<file path="src/hdl/cma_pkg.sv">
`timescale 1ns / 1ps
// ----------------------------------------------------------------------------
// cma_pkg
// Shared types and constants of the centered moving average unit.
// ----------------------------------------------------------------------------
package cma_pkg;

    localparam int SAMPLE_BITS      = 16;
    localparam int MAX_HALF_WIDTH   = 15;
    localparam int HALF_WIDTH_BITS  = 4;
    localparam int HALF_WIDTH_RESET = 1;
    localparam int FRAC_BITS        = 8;
    localparam int AVG_BITS         = 24;
    localparam int AVG_MAX          = (1 << (AVG_BITS - 1)) - 1;
    // magnitude of the most negative average
    localparam int AVG_MIN_MAG      = 1 << (AVG_BITS - 1);

    typedef struct packed {
        logic signed [SAMPLE_BITS-1:0] sample;
        logic                          is_last;
    } in_item_t;

    typedef struct packed {
        logic signed [AVG_BITS-1:0] average;
        logic                       final_result;
    } out_item_t;

    // controller to datapath
    typedef struct packed {
        logic accept;
        logic rd_issue;
        logic remove;
        logic div_start;
        logic load_out;
        logic j_dec;
        logic end_item;
    } cma_cmd_t;

    // datapath to controller
    typedef struct packed {
        logic c_gt_j;
        logic w_gt_target;
        logic j_zero;
        logic last;
        logic div_done;
    } cma_status_t;

endpackage

</file>
<file path="src/hdl/centered_moving_average_unit.sv">
`timescale 1ns / 1ps
// a result follows its sample, one window trim and the 30 divider steps
// early in a sequence, before the window is full, no trim is needed
// a new sample waits until the results of the last one are out; a last sample adds extra results
// the bit-serial divider yields one quotient bit per cycle; output stalls hold the flow
// reset: asynchronous, active low; half width returns to 1, window and counters to zero
// sample store contents are undefined after reset and are written before they are read
// ----------------------------------------------------------------------------
// centered_moving_average_unit
// Centered moving average over a flagged sample sequence, window clipped at
// both ends, mean in signed fixed point with 8 fraction bits.
// ----------------------------------------------------------------------------
module centered_moving_average_unit #(
    parameter int MAX_HALF_WIDTH = cma_pkg::MAX_HALF_WIDTH
) (
    input  logic                                clk,
    input  logic                                rst_n,
    input  logic                                cfg_we,
    input  logic [cma_pkg::HALF_WIDTH_BITS-1:0] cfg_wdata,
    input  logic                                in_valid,
    output logic                                in_stall,
    input  cma_pkg::in_item_t                   in_data,
    output logic                                out_valid,
    input  logic                                out_stall,
    output cma_pkg::out_item_t                  out_data
);

    cma_pkg::cma_cmd_t    cmd;
    cma_pkg::cma_status_t status;

    cma_ctrl u_ctrl (
        .clk       (clk),
        .rst_n     (rst_n),
        .in_valid  (in_valid),
        .in_stall  (in_stall),
        .out_valid (out_valid),
        .out_stall (out_stall),
        .status    (status),
        .cmd       (cmd)
    );

    cma_datapath #(
        .MAX_HALF_WIDTH (MAX_HALF_WIDTH)
    ) u_datapath (
        .clk       (clk),
        .rst_n     (rst_n),
        .cfg_we    (cfg_we),
        .cfg_wdata (cfg_wdata),
        .in_data   (in_data),
        .cmd       (cmd),
        .status    (status),
        .out_data  (out_data)
    );

endmodule

</file>
<file path="src/hdl/cma_div.sv">
`timescale 1ns / 1ps
// ----------------------------------------------------------------------------
// cma_div
// Bit-serial restoring divider: window sum * 256 / count, truncated toward
// zero and saturated to the average range. One quotient bit per cycle.
// ----------------------------------------------------------------------------
module cma_div #(
    parameter int SUM_BITS = 22,
    parameter int CNT_BITS = 6
) (
    input  logic                             clk,
    input  logic                             rst_n,
    input  logic                             start,
    input  logic signed [SUM_BITS-1:0]       sum,
    input  logic [CNT_BITS-1:0]              divisor,
    output logic                             done,
    output logic signed [cma_pkg::AVG_BITS-1:0] quotient
);

    localparam int QW       = SUM_BITS + cma_pkg::FRAC_BITS;
    localparam int STEP_BITS = $clog2(QW);

    logic                  busy_reg, busy_next;
    logic                  done_reg, done_next;
    logic [STEP_BITS-1:0]  step_reg, step_next;
    logic                  neg_reg, neg_next;
    logic [QW-1:0]         q_reg, q_next;
    logic [CNT_BITS-1:0]   rem_reg, rem_next;
    logic [CNT_BITS-1:0]   d_reg, d_next;

    logic [SUM_BITS-1:0]   mag;
    logic [CNT_BITS:0]     rem_sh;
    logic [CNT_BITS:0]     rem_sub;
    logic                  ge;
    logic [cma_pkg::AVG_BITS-1:0] avg_mag;

    assign mag     = sum[SUM_BITS-1] ? SUM_BITS'(-sum) : SUM_BITS'(sum);
    assign rem_sh  = {rem_reg, q_reg[QW-1]};
    assign ge      = rem_sh >= {1'b0, d_reg};
    assign rem_sub = rem_sh - {1'b0, d_reg};

    always_comb
    begin
        busy_next = busy_reg;
        done_next = 1'b0;
        step_next = step_reg;
        neg_next  = neg_reg;
        q_next    = q_reg;
        rem_next  = rem_reg;
        d_next    = d_reg;
        if (start)
        begin
            busy_next = 1'b1;
            step_next = '0;
            neg_next  = sum[SUM_BITS-1];
            q_next    = {mag, {cma_pkg::FRAC_BITS{1'b0}}};
            rem_next  = '0;
            d_next    = divisor;
        end
        else if (busy_reg)
        begin
            q_next   = {q_reg[QW-2:0], ge};
            rem_next = ge ? rem_sub[CNT_BITS-1:0] : rem_sh[CNT_BITS-1:0];
            if (step_reg == STEP_BITS'(QW - 1))
            begin
                busy_next = 1'b0;
                done_next = 1'b1;
            end
            else
            begin
                step_next = step_reg + 1'b1;
            end
        end
    end

    always_ff @(posedge clk or negedge rst_n)
    begin
        if (!rst_n)
        begin
            busy_reg <= 1'b0;
            done_reg <= 1'b0;
            step_reg <= '0;
        end
        else
        begin
            busy_reg <= busy_next;
            done_reg <= done_next;
            step_reg <= step_next;
        end
    end

    always_ff @(posedge clk)
    begin
        neg_reg <= neg_next;
        q_reg   <= q_next;
        rem_reg <= rem_next;
        d_reg   <= d_next;
    end

    assign avg_mag = q_reg[cma_pkg::AVG_BITS-1:0];

    // saturate, then restore the sign
    always_comb
    begin
        priority if (!neg_reg && q_reg > QW'(cma_pkg::AVG_MAX))
            quotient = cma_pkg::AVG_BITS'(cma_pkg::AVG_MAX);
        else if (neg_reg && q_reg > QW'(cma_pkg::AVG_MIN_MAG))
            quotient = cma_pkg::AVG_BITS'(cma_pkg::AVG_MIN_MAG);
        else if (neg_reg)
            quotient = -avg_mag;
        else
            quotient = avg_mag;
    end

    assign done = done_reg;

    a_done_after_busy: assert property (@(posedge clk) disable iff (!rst_n)
        done_reg |-> $past(busy_reg))
        else $error("divider done without a preceding busy cycle");

endmodule

</file>
<file path="src/hdl/cma_datapath.sv">
`timescale 1ns / 1ps
// ----------------------------------------------------------------------------
// cma_datapath
// Sample ring store, running window sum, sequence counters, half width
// register and the output register.
// ----------------------------------------------------------------------------
module cma_datapath #(
    parameter int MAX_HALF_WIDTH = cma_pkg::MAX_HALF_WIDTH
) (
    input  logic                                clk,
    input  logic                                rst_n,
    input  logic                                cfg_we,
    input  logic [cma_pkg::HALF_WIDTH_BITS-1:0] cfg_wdata,
    input  cma_pkg::in_item_t                   in_data,
    input  cma_pkg::cma_cmd_t                   cmd,
    output cma_pkg::cma_status_t                status,
    output cma_pkg::out_item_t                  out_data
);

    localparam int STORE_SLOTS = 2 * MAX_HALF_WIDTH + 2;
    localparam int ADDR_BITS   = $clog2(STORE_SLOTS);
    localparam int CNT_BITS    = $clog2(STORE_SLOTS + 1);
    localparam int SUM_BITS    = cma_pkg::SAMPLE_BITS + CNT_BITS;

    logic signed [cma_pkg::SAMPLE_BITS-1:0] store_mem [STORE_SLOTS];
    logic signed [cma_pkg::SAMPLE_BITS-1:0] rdata_reg;

    logic [cma_pkg::HALF_WIDTH_BITS-1:0] hw_reg, hw_next;
    logic signed [SUM_BITS-1:0]          sum_reg, sum_next;
    logic [CNT_BITS-1:0]                 seen_reg, seen_next;
    logic [CNT_BITS-1:0]                 win_reg, win_next;
    logic [ADDR_BITS-1:0]                ws_reg, ws_next;
    logic [CNT_BITS-1:0]                 j_reg, j_next;
    logic                                last_reg, last_next;
    cma_pkg::out_item_t                  out_reg;

    logic [CNT_BITS-1:0]                 k;
    logic [CNT_BITS-1:0]                 full;
    logic [CNT_BITS-1:0]                 tgt_k;
    logic [CNT_BITS-1:0]                 target;
    logic [CNT_BITS:0]                   ws_wide;
    logic [CNT_BITS:0]                   win_wide;
    logic [CNT_BITS:0]                   rd_wide;
    logic [ADDR_BITS-1:0]                rd_addr;
    logic                                div_done;
    logic signed [cma_pkg::AVG_BITS-1:0] div_quot;

    // half widths beyond the store act as the largest one
    assign k = (int'(hw_reg) > MAX_HALF_WIDTH) ?
               CNT_BITS'(MAX_HALF_WIDTH) : CNT_BITS'(hw_reg);
    assign full   = {k[CNT_BITS-2:0], 1'b1};
    assign tgt_k  = k + j_reg + 1'b1;
    assign target = (tgt_k < seen_reg) ? tgt_k : seen_reg;

    // oldest sample of the window, counted back from the next write slot
    assign ws_wide  = (CNT_BITS + 1)'(ws_reg);
    assign win_wide = (CNT_BITS + 1)'(win_reg);
    assign rd_wide  = (ws_wide >= win_wide) ? ws_wide - win_wide
                    : ws_wide + (CNT_BITS + 1)'(STORE_SLOTS) - win_wide;
    assign rd_addr  = rd_wide[ADDR_BITS-1:0];

    always_comb
    begin
        hw_next   = hw_reg;
        sum_next  = sum_reg;
        seen_next = seen_reg;
        win_next  = win_reg;
        ws_next   = ws_reg;
        j_next    = j_reg;
        last_next = last_reg;
        if (cfg_we)
        begin
            hw_next   = cfg_wdata;
            sum_next  = '0;
            seen_next = '0;
            win_next  = '0;
            ws_next   = '0;
        end
        else if (cmd.accept)
        begin
            sum_next  = sum_reg + SUM_BITS'(in_data.sample);
            win_next  = ((seen_reg < full) ? seen_reg : full) + 1'b1;
            seen_next = (seen_reg < CNT_BITS'(STORE_SLOTS)) ? seen_reg + 1'b1 : seen_reg;
            ws_next   = (ws_reg == ADDR_BITS'(STORE_SLOTS - 1)) ? '0 : ws_reg + 1'b1;
            j_next    = k;
            last_next = in_data.is_last;
        end
        else if (cmd.remove)
        begin
            sum_next = sum_reg - SUM_BITS'(rdata_reg);
            win_next = win_reg - 1'b1;
        end
        else if (cmd.j_dec)
        begin
            j_next = j_reg - 1'b1;
        end
        else if (cmd.end_item && last_reg)
        begin
            sum_next  = '0;
            seen_next = '0;
            win_next  = '0;
            ws_next   = '0;
        end
    end

    always_ff @(posedge clk or negedge rst_n)
    begin
        if (!rst_n)
        begin
            hw_reg   <= cma_pkg::HALF_WIDTH_BITS'(cma_pkg::HALF_WIDTH_RESET);
            sum_reg  <= '0;
            seen_reg <= '0;
            win_reg  <= '0;
            ws_reg   <= '0;
            j_reg    <= '0;
            last_reg <= 1'b0;
        end
        else
        begin
            hw_reg   <= hw_next;
            sum_reg  <= sum_next;
            seen_reg <= seen_next;
            win_reg  <= win_next;
            ws_reg   <= ws_next;
            j_reg    <= j_next;
            last_reg <= last_next;
        end
    end

    always_ff @(posedge clk)
    begin
        if (cmd.accept)
            store_mem[ws_reg] <= in_data.sample;
        if (cmd.rd_issue)
            rdata_reg <= store_mem[rd_addr];
    end

    always_ff @(posedge clk)
    begin
        if (cmd.load_out)
        begin
            out_reg.average      <= div_quot;
            out_reg.final_result <= last_reg && (j_reg == '0);
        end
    end

    cma_div #(
        .SUM_BITS (SUM_BITS),
        .CNT_BITS (CNT_BITS)
    ) u_div (
        .clk      (clk),
        .rst_n    (rst_n),
        .start    (cmd.div_start),
        .sum      (sum_reg),
        .divisor  (win_reg),
        .done     (div_done),
        .quotient (div_quot)
    );

    assign status.c_gt_j      = seen_reg > j_reg;
    assign status.w_gt_target = win_reg > target;
    assign status.j_zero      = j_reg == '0;
    assign status.last        = last_reg;
    assign status.div_done    = div_done;
    assign out_data           = out_reg;

    a_empty_seq: assert property (@(posedge clk) disable iff (!rst_n)
        (seen_reg == '0) |-> (sum_reg == '0 && win_reg == '0))
        else $error("window state left over in an empty sequence");

    a_win_le_seen: assert property (@(posedge clk) disable iff (!rst_n)
        win_reg <= seen_reg)
        else $error("window holds more samples than the sequence has");

    a_win_le_full: assert property (@(posedge clk) disable iff (!rst_n)
        win_reg <= full + 1'b1)
        else $error("window wider than the full span");

endmodule

</file>
<file path="src/hdl/cma_ctrl.sv">
`timescale 1ns / 1ps
// ----------------------------------------------------------------------------
// cma_ctrl
// Sequencer: takes a sample, then for each due result trims the window,
// runs the divider and hands the result over.
// ----------------------------------------------------------------------------
module cma_ctrl (
    input  logic                 clk,
    input  logic                 rst_n,
    input  logic                 in_valid,
    output logic                 in_stall,
    output logic                 out_valid,
    input  logic                 out_stall,
    input  cma_pkg::cma_status_t status,
    output cma_pkg::cma_cmd_t    cmd
);

    typedef enum logic [4:0] {
        IDLE  = 5'b00001,
        CHECK = 5'b00010,
        READ  = 5'b00100,
        DIV   = 5'b01000,
        OUT   = 5'b10000
    } state_t;

    state_t state_reg, state_next;
    logic   finish;

    // only a last sample brings further results, until the centre reaches the newest sample
    assign finish = !status.last || status.j_zero;

    always_comb
    begin
        state_next = state_reg;
        cmd        = '0;
        unique case (state_reg)
            IDLE:
            begin
                if (in_valid)
                begin
                    cmd.accept = 1'b1;
                    state_next = CHECK;
                end
            end
            CHECK:
            begin
                priority if (status.c_gt_j && status.w_gt_target)
                begin
                    cmd.rd_issue = 1'b1;
                    state_next   = READ;
                end
                else if (status.c_gt_j)
                begin
                    cmd.div_start = 1'b1;
                    state_next    = DIV;
                end
                else if (finish)
                begin
                    cmd.end_item = 1'b1;
                    state_next   = IDLE;
                end
                else
                begin
                    cmd.j_dec = 1'b1;
                end
            end
            READ:
            begin
                cmd.remove = 1'b1;
                state_next = CHECK;
            end
            DIV:
            begin
                if (status.div_done)
                begin
                    cmd.load_out = 1'b1;
                    state_next   = OUT;
                end
            end
            OUT:
            begin
                if (!out_stall)
                begin
                    if (finish)
                    begin
                        cmd.end_item = 1'b1;
                        state_next   = IDLE;
                    end
                    else
                    begin
                        cmd.j_dec  = 1'b1;
                        state_next = CHECK;
                    end
                end
            end
            default:
            begin
                state_next = IDLE;
            end
        endcase
    end

    always_ff @(posedge clk or negedge rst_n)
    begin
        if (!rst_n)
            state_reg <= IDLE;
        else
            state_reg <= state_next;
    end

    assign in_stall  = state_reg != IDLE;
    assign out_valid = state_reg == OUT;

    a_out_after_div: assert property (@(posedge clk) disable iff (!rst_n)
        $rose(out_valid) |-> $past(status.div_done))
        else $error("result offered without a finished division");

endmodule
</file>
<file path="config.mk">
export PLATFORM = sky130hd
export DESIGN_NAME = centered_moving_average_unit
export DESIGN_NICKNAME = d
export VERILOG_FILES = /design/src/hdl/cma_pkg.sv /design/src/hdl/centered_moving_average_unit.sv /design/src/hdl/cma_div.sv /design/src/hdl/cma_datapath.sv /design/src/hdl/cma_ctrl.sv
export SDC_FILE = /design/constraint.sdc
export NUM_CORES = 1
export LEC_CHECK = 0
export ABC_AREA = 1
export BUFFER_PORTS_ARGS = -buffer_cell sky130_fd_sc_hd__buf_2
export CORE_AREA = 2 2 269 205
export DETAILED_ROUTE_END_ITERATION = 6
export DIE_AREA = 0 0 271 207
export GPL_TIMING_DRIVEN = 1
export PLACE_DENSITY = 0.81
export SLEW_MARGIN = 20
export SYNTH_ARGS = -nofsm -noshare
export SYNTH_HDL_FRONTEND = slang
export SYNTH_SLANG_ARGS = --single-unit
</file>
<file path="constraint.sdc">
create_clock -name clk -period 5.6 [get_ports clk]
set_input_delay 0.84 -clock clk [delete_from_list [all_inputs] [get_ports clk]]
set_output_delay 0.84 -clock clk [all_outputs]
set_load 0.01 [all_outputs]
</file>
Word level (Yosys, flattened, before mapping)
Memories as Yosys holds them, arrays and structs flattened. A register that Yosys moved wholly into a read port is not among the register bits.
Index checks and enable logic that the tools add are counted.
{ "totals": {"register_bits": 130, "ram_bits": 512, "out_inout_bits": 27, "mem_count": 1} }
{ "classes": {"add_sub_neg": 16, "n_lt_le_gt_ge": 9, "n_eq_ne": 18, "muxes": 67, "n_bitwise": 1, "reduce_logical": 20} }
{ "mem_list": {"columns": ["name", "words", "word_bits", "rd", "rd_clocked_by_memory_dff", "wr", "line_no", "source"], "rows": [
  ["u_datapath.store_mem", 32, 16, 1, 1, 1, "cma_datapath.sv:25", "logic signed [cma_pkg::SAMPLE_BITS-1:0] store_mem [STORE_SLOTS];"]
]} }
{ "op_table": {"columns": ["cell", "n"], "rows": [
  ["$mux W22", 6],
  ["$mux W6", 15],
  ["$mux W5", 16],
  ["$mux W30", 2],
  ["$mux W24", 2],
  ["$gt A30 B23 Y1 const B", 1],
  ["$gt A30 B24 Y1 const B", 1],
  ["$pmux W5 S5", 1],
  ["$neg A24 Y24", 1],
  ["$add A22 B16 Y22", 1],
  ["$neg A22 Y22", 1],
  ["$sub A22 B16 Y22", 1],
  ["$mux W1", 20],
  ["$add A6 B1 Y6 const B", 3],
  ["$add A5 B1 Y5 const B", 3],
  ["$eq A5 B5 Y1 const B", 3],
  ["$gt A6 B6 Y1", 2],
  ["$sub A6 B1 Y6 const B", 2],
  ["$sub A5 B5 Y5", 2],
  ["$ne A3 B2 Y1 const B", 3],
  ["$mux W2", 4],
  ["$reduce_and A4 Y1", 2],
  ["$ge A7 B6 Y1", 1],
  ["$add A4 B6 Y6", 1],
  ["other kinds (25)", 37]
]} }

Logic depth before layout (Yosys ltp)
{ "logic_depth": {"depth_word": 14, "ltp_mapped": 24, "mapped_depth_nobuf": 22} }

By module
From an unflattened synthesis, not the netlist that was laid out.
{ "hier_totals": {"cells_unflattened": 3210, "hier_area_um2": 31944.4} }
{ "by_module_without_submodules": {"columns": ["module", "n_inst", "cells_each", "area_per_inst_um2", "seq_area_each_um2"], "rows": [
  ["cma_datapath", 1, 2583, 27786.6, 17858.4],
  ["cma_div", 1, 567, 3774.9, 1326.3],
  ["cma_ctrl", 1, 60, 382.9, 126.4]
]} }

Worst setup path after synthesis
Ideal clock, no wire load.
{ "synth_timing": {"path_kind": "reg-to-reg", "from": "register u_datapath.hw_reg[0] (netlist name)", "to": "register u_datapath.rdata_reg[0] (netlist name) (read register of u_datapath.store_mem), enable pin", "t_arrival_ps": 4268, "required_time_ps": 5191, "slack_ps": 923, "path_stages_with_launch": 18, "period_less_slack_ps": 4677, "cell_sequence": "dfstp_2 > inv_1 > ha_1 > fa_1 > o21ai_0 > xor2_1 > ha_1 > nand4_1 > o221ai_1 > clkbuf_1 > o21ai_0 > ha_1 > nand2_1 > nor2_1 > o21ai_1 > o211ai_1 > nand2_1 > nor3_1"} }
{ "synth_lines": {"columns": ["element", "line_no", "source"], "rows": [
  ["from (decl)", "cma_datapath.sv:28", "logic [cma_pkg::HALF_WIDTH_BITS-1:0] hw_reg, hw_next;"],
  ["from (signal assigned)", "cma_datapath.sv:110", "hw_reg <= cma_pkg::HALF_WIDTH_BITS'(cma_pkg::HALF_WIDTH_RESET);"],
  ["from (signal assigned)", "cma_datapath.sv:120", "hw_reg <= hw_next;"],
  ["to (decl)", "cma_datapath.sv:26", "logic signed [cma_pkg::SAMPLE_BITS-1:0] rdata_reg;"]
]} }

Final worst setup path
{ "layout_timing": {"from": "register u_datapath.hw_reg[0] (netlist name)", "to": "register u_datapath.u_div.q_reg[25], data pin"} }
{ "layout_between": {"elab_chain_len": 9} }
{ "layout_lines": {"columns": ["element", "line_no", "source"], "rows": [
  ["$add A4 B6 Y6 *", "cma_datapath.sv:52", "assign tgt_k = k + j_reg + 1'b1;"],
  ["$add A6 B1 Y6 *", "cma_datapath.sv:52", null],
  ["$lt A6 B6 Y1", "cma_datapath.sv:53", "assign target = (tgt_k < seen_reg) ? tgt_k : seen_reg;"],
  ["$mux W6 *", "cma_datapath.sv:53", null],
  ["$gt A6 B6 Y1 *", "cma_datapath.sv:161", "assign status.w_gt_target = win_reg > target;"],
  ["$logic_and A1 B1 Y1 *", "cma_ctrl.sv:47", "priority if (status.c_gt_j && status.w_gt_target)"],
  ["$mux W1 *", "cma_ctrl.sv:47", null],
  ["$mux W1 *", "cma_ctrl.sv:36", "unique case (state_reg)"],
  ["$mux W30 *", "cma_div.sv:51", "if (start)"],
  ["via u_datapath.u_div.q_next[25]", "cma_div.sv:27", "logic [QW-1:0] q_reg, q_next;"],
  ["to (signal assigned)", "cma_div.sv:95", "q_reg <= q_next;"],
  ["to (decl)", "cma_div.sv:27", null]
]} }
The timed path passes the listed nets; every way through them passes the cells marked *.
A chain may end at the register's enable or synchronous reset.

==> flow_summary.toml <==
[global_routing]
grtUsageMet2_pct = 45.95
busiest_layer = "met2"
antenna_found_initial = 3
groute.usage.overall_pct = 30.22
grt_start_max_net_pins = 156
use_met3_pct = 6.121
gr-usage-met1_pct = 43.46
grt_pass1_vias = 23320
grt_pass1_wl_um = 131200
grt.overflow.total = 0

[timing]
layout_min_cycle_time_ns = 5.187
setup_tns_ns = 0
setup_violations = 0
slew_violations = 0
holdWs_ns = 0.3887
finalCritPeriodShare_pct = 92.63
worst_pin_slew_ns = 1.002
relSlewSlack_pct = 33.20
rsz0062_at_grt = "no"
worst_slack_ns = 0.4127
hold_viol_final = 0
fmax_mhz = 192.8
fin_skew_ns = 0.04044

[placed_design]
place_inst = 3831
gp_congestion = 0.9332
numPortBuffers = 52
hpwl_um = 53710
post-place-ws_ns = 0.5645

[logic_synthesis]
yosysSeqAreaShare_pct = 60.78
syn_inst = 3136
synth_top_area_cell = "edfxtp_1"
synth_flop_cell = "edfxtp_1"
yosysMostFrequentCell = "nand2_1"
async_flop_share_pct = 9.422
yosys_register_bits = 658
synth.avg_cell_area_um2 = 10.13
yosys_warnings = 0
synth_cell_type_count = 51
syn-num-nets = 3258
synthesis.area_mm2 = 0.03177
synth_top_area_share_pct = 55.01
synth-edff-count = 582
synth_commonest_cells = "nand2_1 (622), edfxtp_1 (582), nor2_1 (443), o21ai_0 (344), inv_1 (224)"
synth_area_leaders = "edfxtp_1 (55%), nand2_1 (7.3%), o21ai_0 (5.4%)"

[worst_setup_path]
arrival_ns = 5.55
crit_slowest_cell = "o221ai_1"
required_ns = 5.96
criticalPathCategory = "flip-flop to flip-flop"
startpoint_type = "flip-flop"
reg2reg_depth = 20
r2r-start = "u_datapath.hw_reg[0]$_DFFE_PN1P_"
reg2reg_slack_ns = 0.41
slowest_delay_ns = 0.63
regToRegEndpoint = "u_datapath.u_div.q_reg[25]$_DFFE_PP_"
cp_max_fo = 19
endpoint_kind = "flip-flop"
worstPathCellList = "inv_1, ha_1, fa_1, o21ai_0, xor2_1, ha_1, nand4_1, o221ai_1, o21ai_0, ha_1, nand2_1, nor2_1, o21ai_1, o211ai_1, nand2_1, nand2_2, nand2_2, clkinv_1, nand2_1, o21ai_0"
startpoint = "u_datapath.hw_reg[0]$_DFFE_PN1P_"

[cts]
tritoncts = "yes"
htreeDepth = 2
cts_resized = 0
clkTransAtPathRegs_ns = 0.07
clock_latency_ns = 0.65
post_cts_buffers = 0
clock_path_buffers = 3
cts_sinks = 658
cts_root_buf = "clkbuf_16"
holdBufCountCts = 0
numCtsBuffers = 59

[routing]
dr.pass1.iters = 7
via_per_inst = 6.144
drt_iter0_markers = 3569
ant_nets = 0
wl_um = 85880
vias = 24230
drt-wirelength-per-cell_um = 21.78
route.detailed.drc = 2

[power]
ir_worst_vdd_mv = 0.5154
p_leak_nw = 13.37
finalPower_mw = 17.77
power_density_mw_per_mm2 = 511.1

[status]
status = "finished, violations left"
violations = "design-rule violations"

[job]
max-cap-violations = 0

[cells_and_area]
largest_reg_flops = 512
instances_no_fill = 3943
nets = 3292
drive_above_1_share_pct = 8.137
nFillCells = 4002
area_growth_pct = 9.439

[die]
die_w_um = 271
ioPinCount = 53
chipHeight_um = 207
core_mm2 = 0.05361
start_util_pct = 59.27
rows = 74
die-area_mm2 = 0.05610

[min_path]
hold_path_class = "primary input to asynchronous set/reset pin"
metrics by stage:
| stage | area [µm²] | util, % |
|---|---|---|
| after global placement | 32760 | 61.10 |
| after detailed placement | 32760 | 61.10 |
| final | 34770 | 64.86 |
| after global routing | 34770 | 64.86 |
| after CTS | 34770 | 64.86 |
| after floorplan | 31770 | - |
worst max path at each step:
stage,cells past startpoint,endpoint
after floorplan,17,u_datapath.rdata_reg[0]$_DFFE_PP_
after global placement,20,u_datapath.u_div.q_reg[23]$_DFFE_PP_
after detailed placement,20,u_datapath.u_div.q_reg[25]$_DFFE_PP_
after CTS,20,u_datapath.u_div.q_reg[25]$_DFFE_PP_
after global routing,20,u_datapath.u_div.q_reg[25]$_DFFE_PP_
final,20,u_datapath.u_div.q_reg[25]$_DFFE_PP_
kinds of logic after synthesis:
| group | count (synthesis) | synth area share, % |
|---|---|---|
| adders and majority gates | 96 | 3.899 |
| xor gates and xnor gates | 55 | 1.540 |
| and+or+nand+nor | 1332 | 17.45 |
| buffers and inverters | 372 | 4.954 |
| DFF | 658 | 60.78 |
| AOI/OAI and AO/OA | 623 | 11.38 |
critical path: cells and delay by family (launching register included):
kind,cells,cell delay [ns]
simple gates,7,1.13
fa+ha+maj,4,1.27
buf+inv,2,0.39
flops,1,0.54
compound gates,6,1.41
xor+xnor,1,0.14
metal layers:
layer,part of all wire (%),vias up
met3,12,192
li1,-,11050
met1,41,11570
met4,3.2,2
met5,0.013,-
met2,45,1419
cells in the final DEF, fill, tap and decap left out, types with 4 or more instances in the layout:
master / count
xor2_1: 38
a21oi_1: 64
clkinv_1: 13
clkinv_4: 5
buf_4: 54
o21ai_0: 344
nand3_1: 154
dfxtp_1: 14
nand4_1: 34
nor2_1: 442
buf_2: 52
clkbuf_16: 59
inv_6: 4
fa_1: 4
o22ai_1: 81
ha_1: 90
o221ai_1: 66
dfrtp_1: 60
inv_2: 10
nand3b_1: 14
or2_2: 11
nor2_2: 7
nand3_2: 6
clkinv_2: 8
nand2_1: 622
nor3_1: 16
clkbuf_1: 10
nand2_2: 9
o31ai_1: 20
edfxtp_1: 582
o21bai_1: 10
o21ai_1: 18
inv_1: 223
bufinv_16: 8
xnor2_1: 14
where the power goes:
part / internal, mW / switching [mW] / total (mW)
clock: 2.36 / 1.86 / 4.21
sequential: 5.76 / 0.301 / 6.06
combinational: 2.16 / 5.34 / 7.50
total: 10.3 / 7.49 / 17.8
layout make-up:
| class | instances | area (µm²) | share of cell area (%) |
|---|---|---|---|
| clock buffers | 71 | 1541 | 4.433 |
| repair buffers | 108 | 705.7 | 2.029 |
| flip-flops and latches | 658 | 19310 | 55.54 |
| multi-input cells | 2106 | 10940 | 31.47 |
| diodes | 1 | 2.502 | 0.007197 |
| inverters | 237 | 895.9 | 2.576 |
| clock inverters | 40 | 470.5 | 1.353 |
| well taps | 722 | 903.4 | 2.598 |
Power figures use the tool's default switching activity.
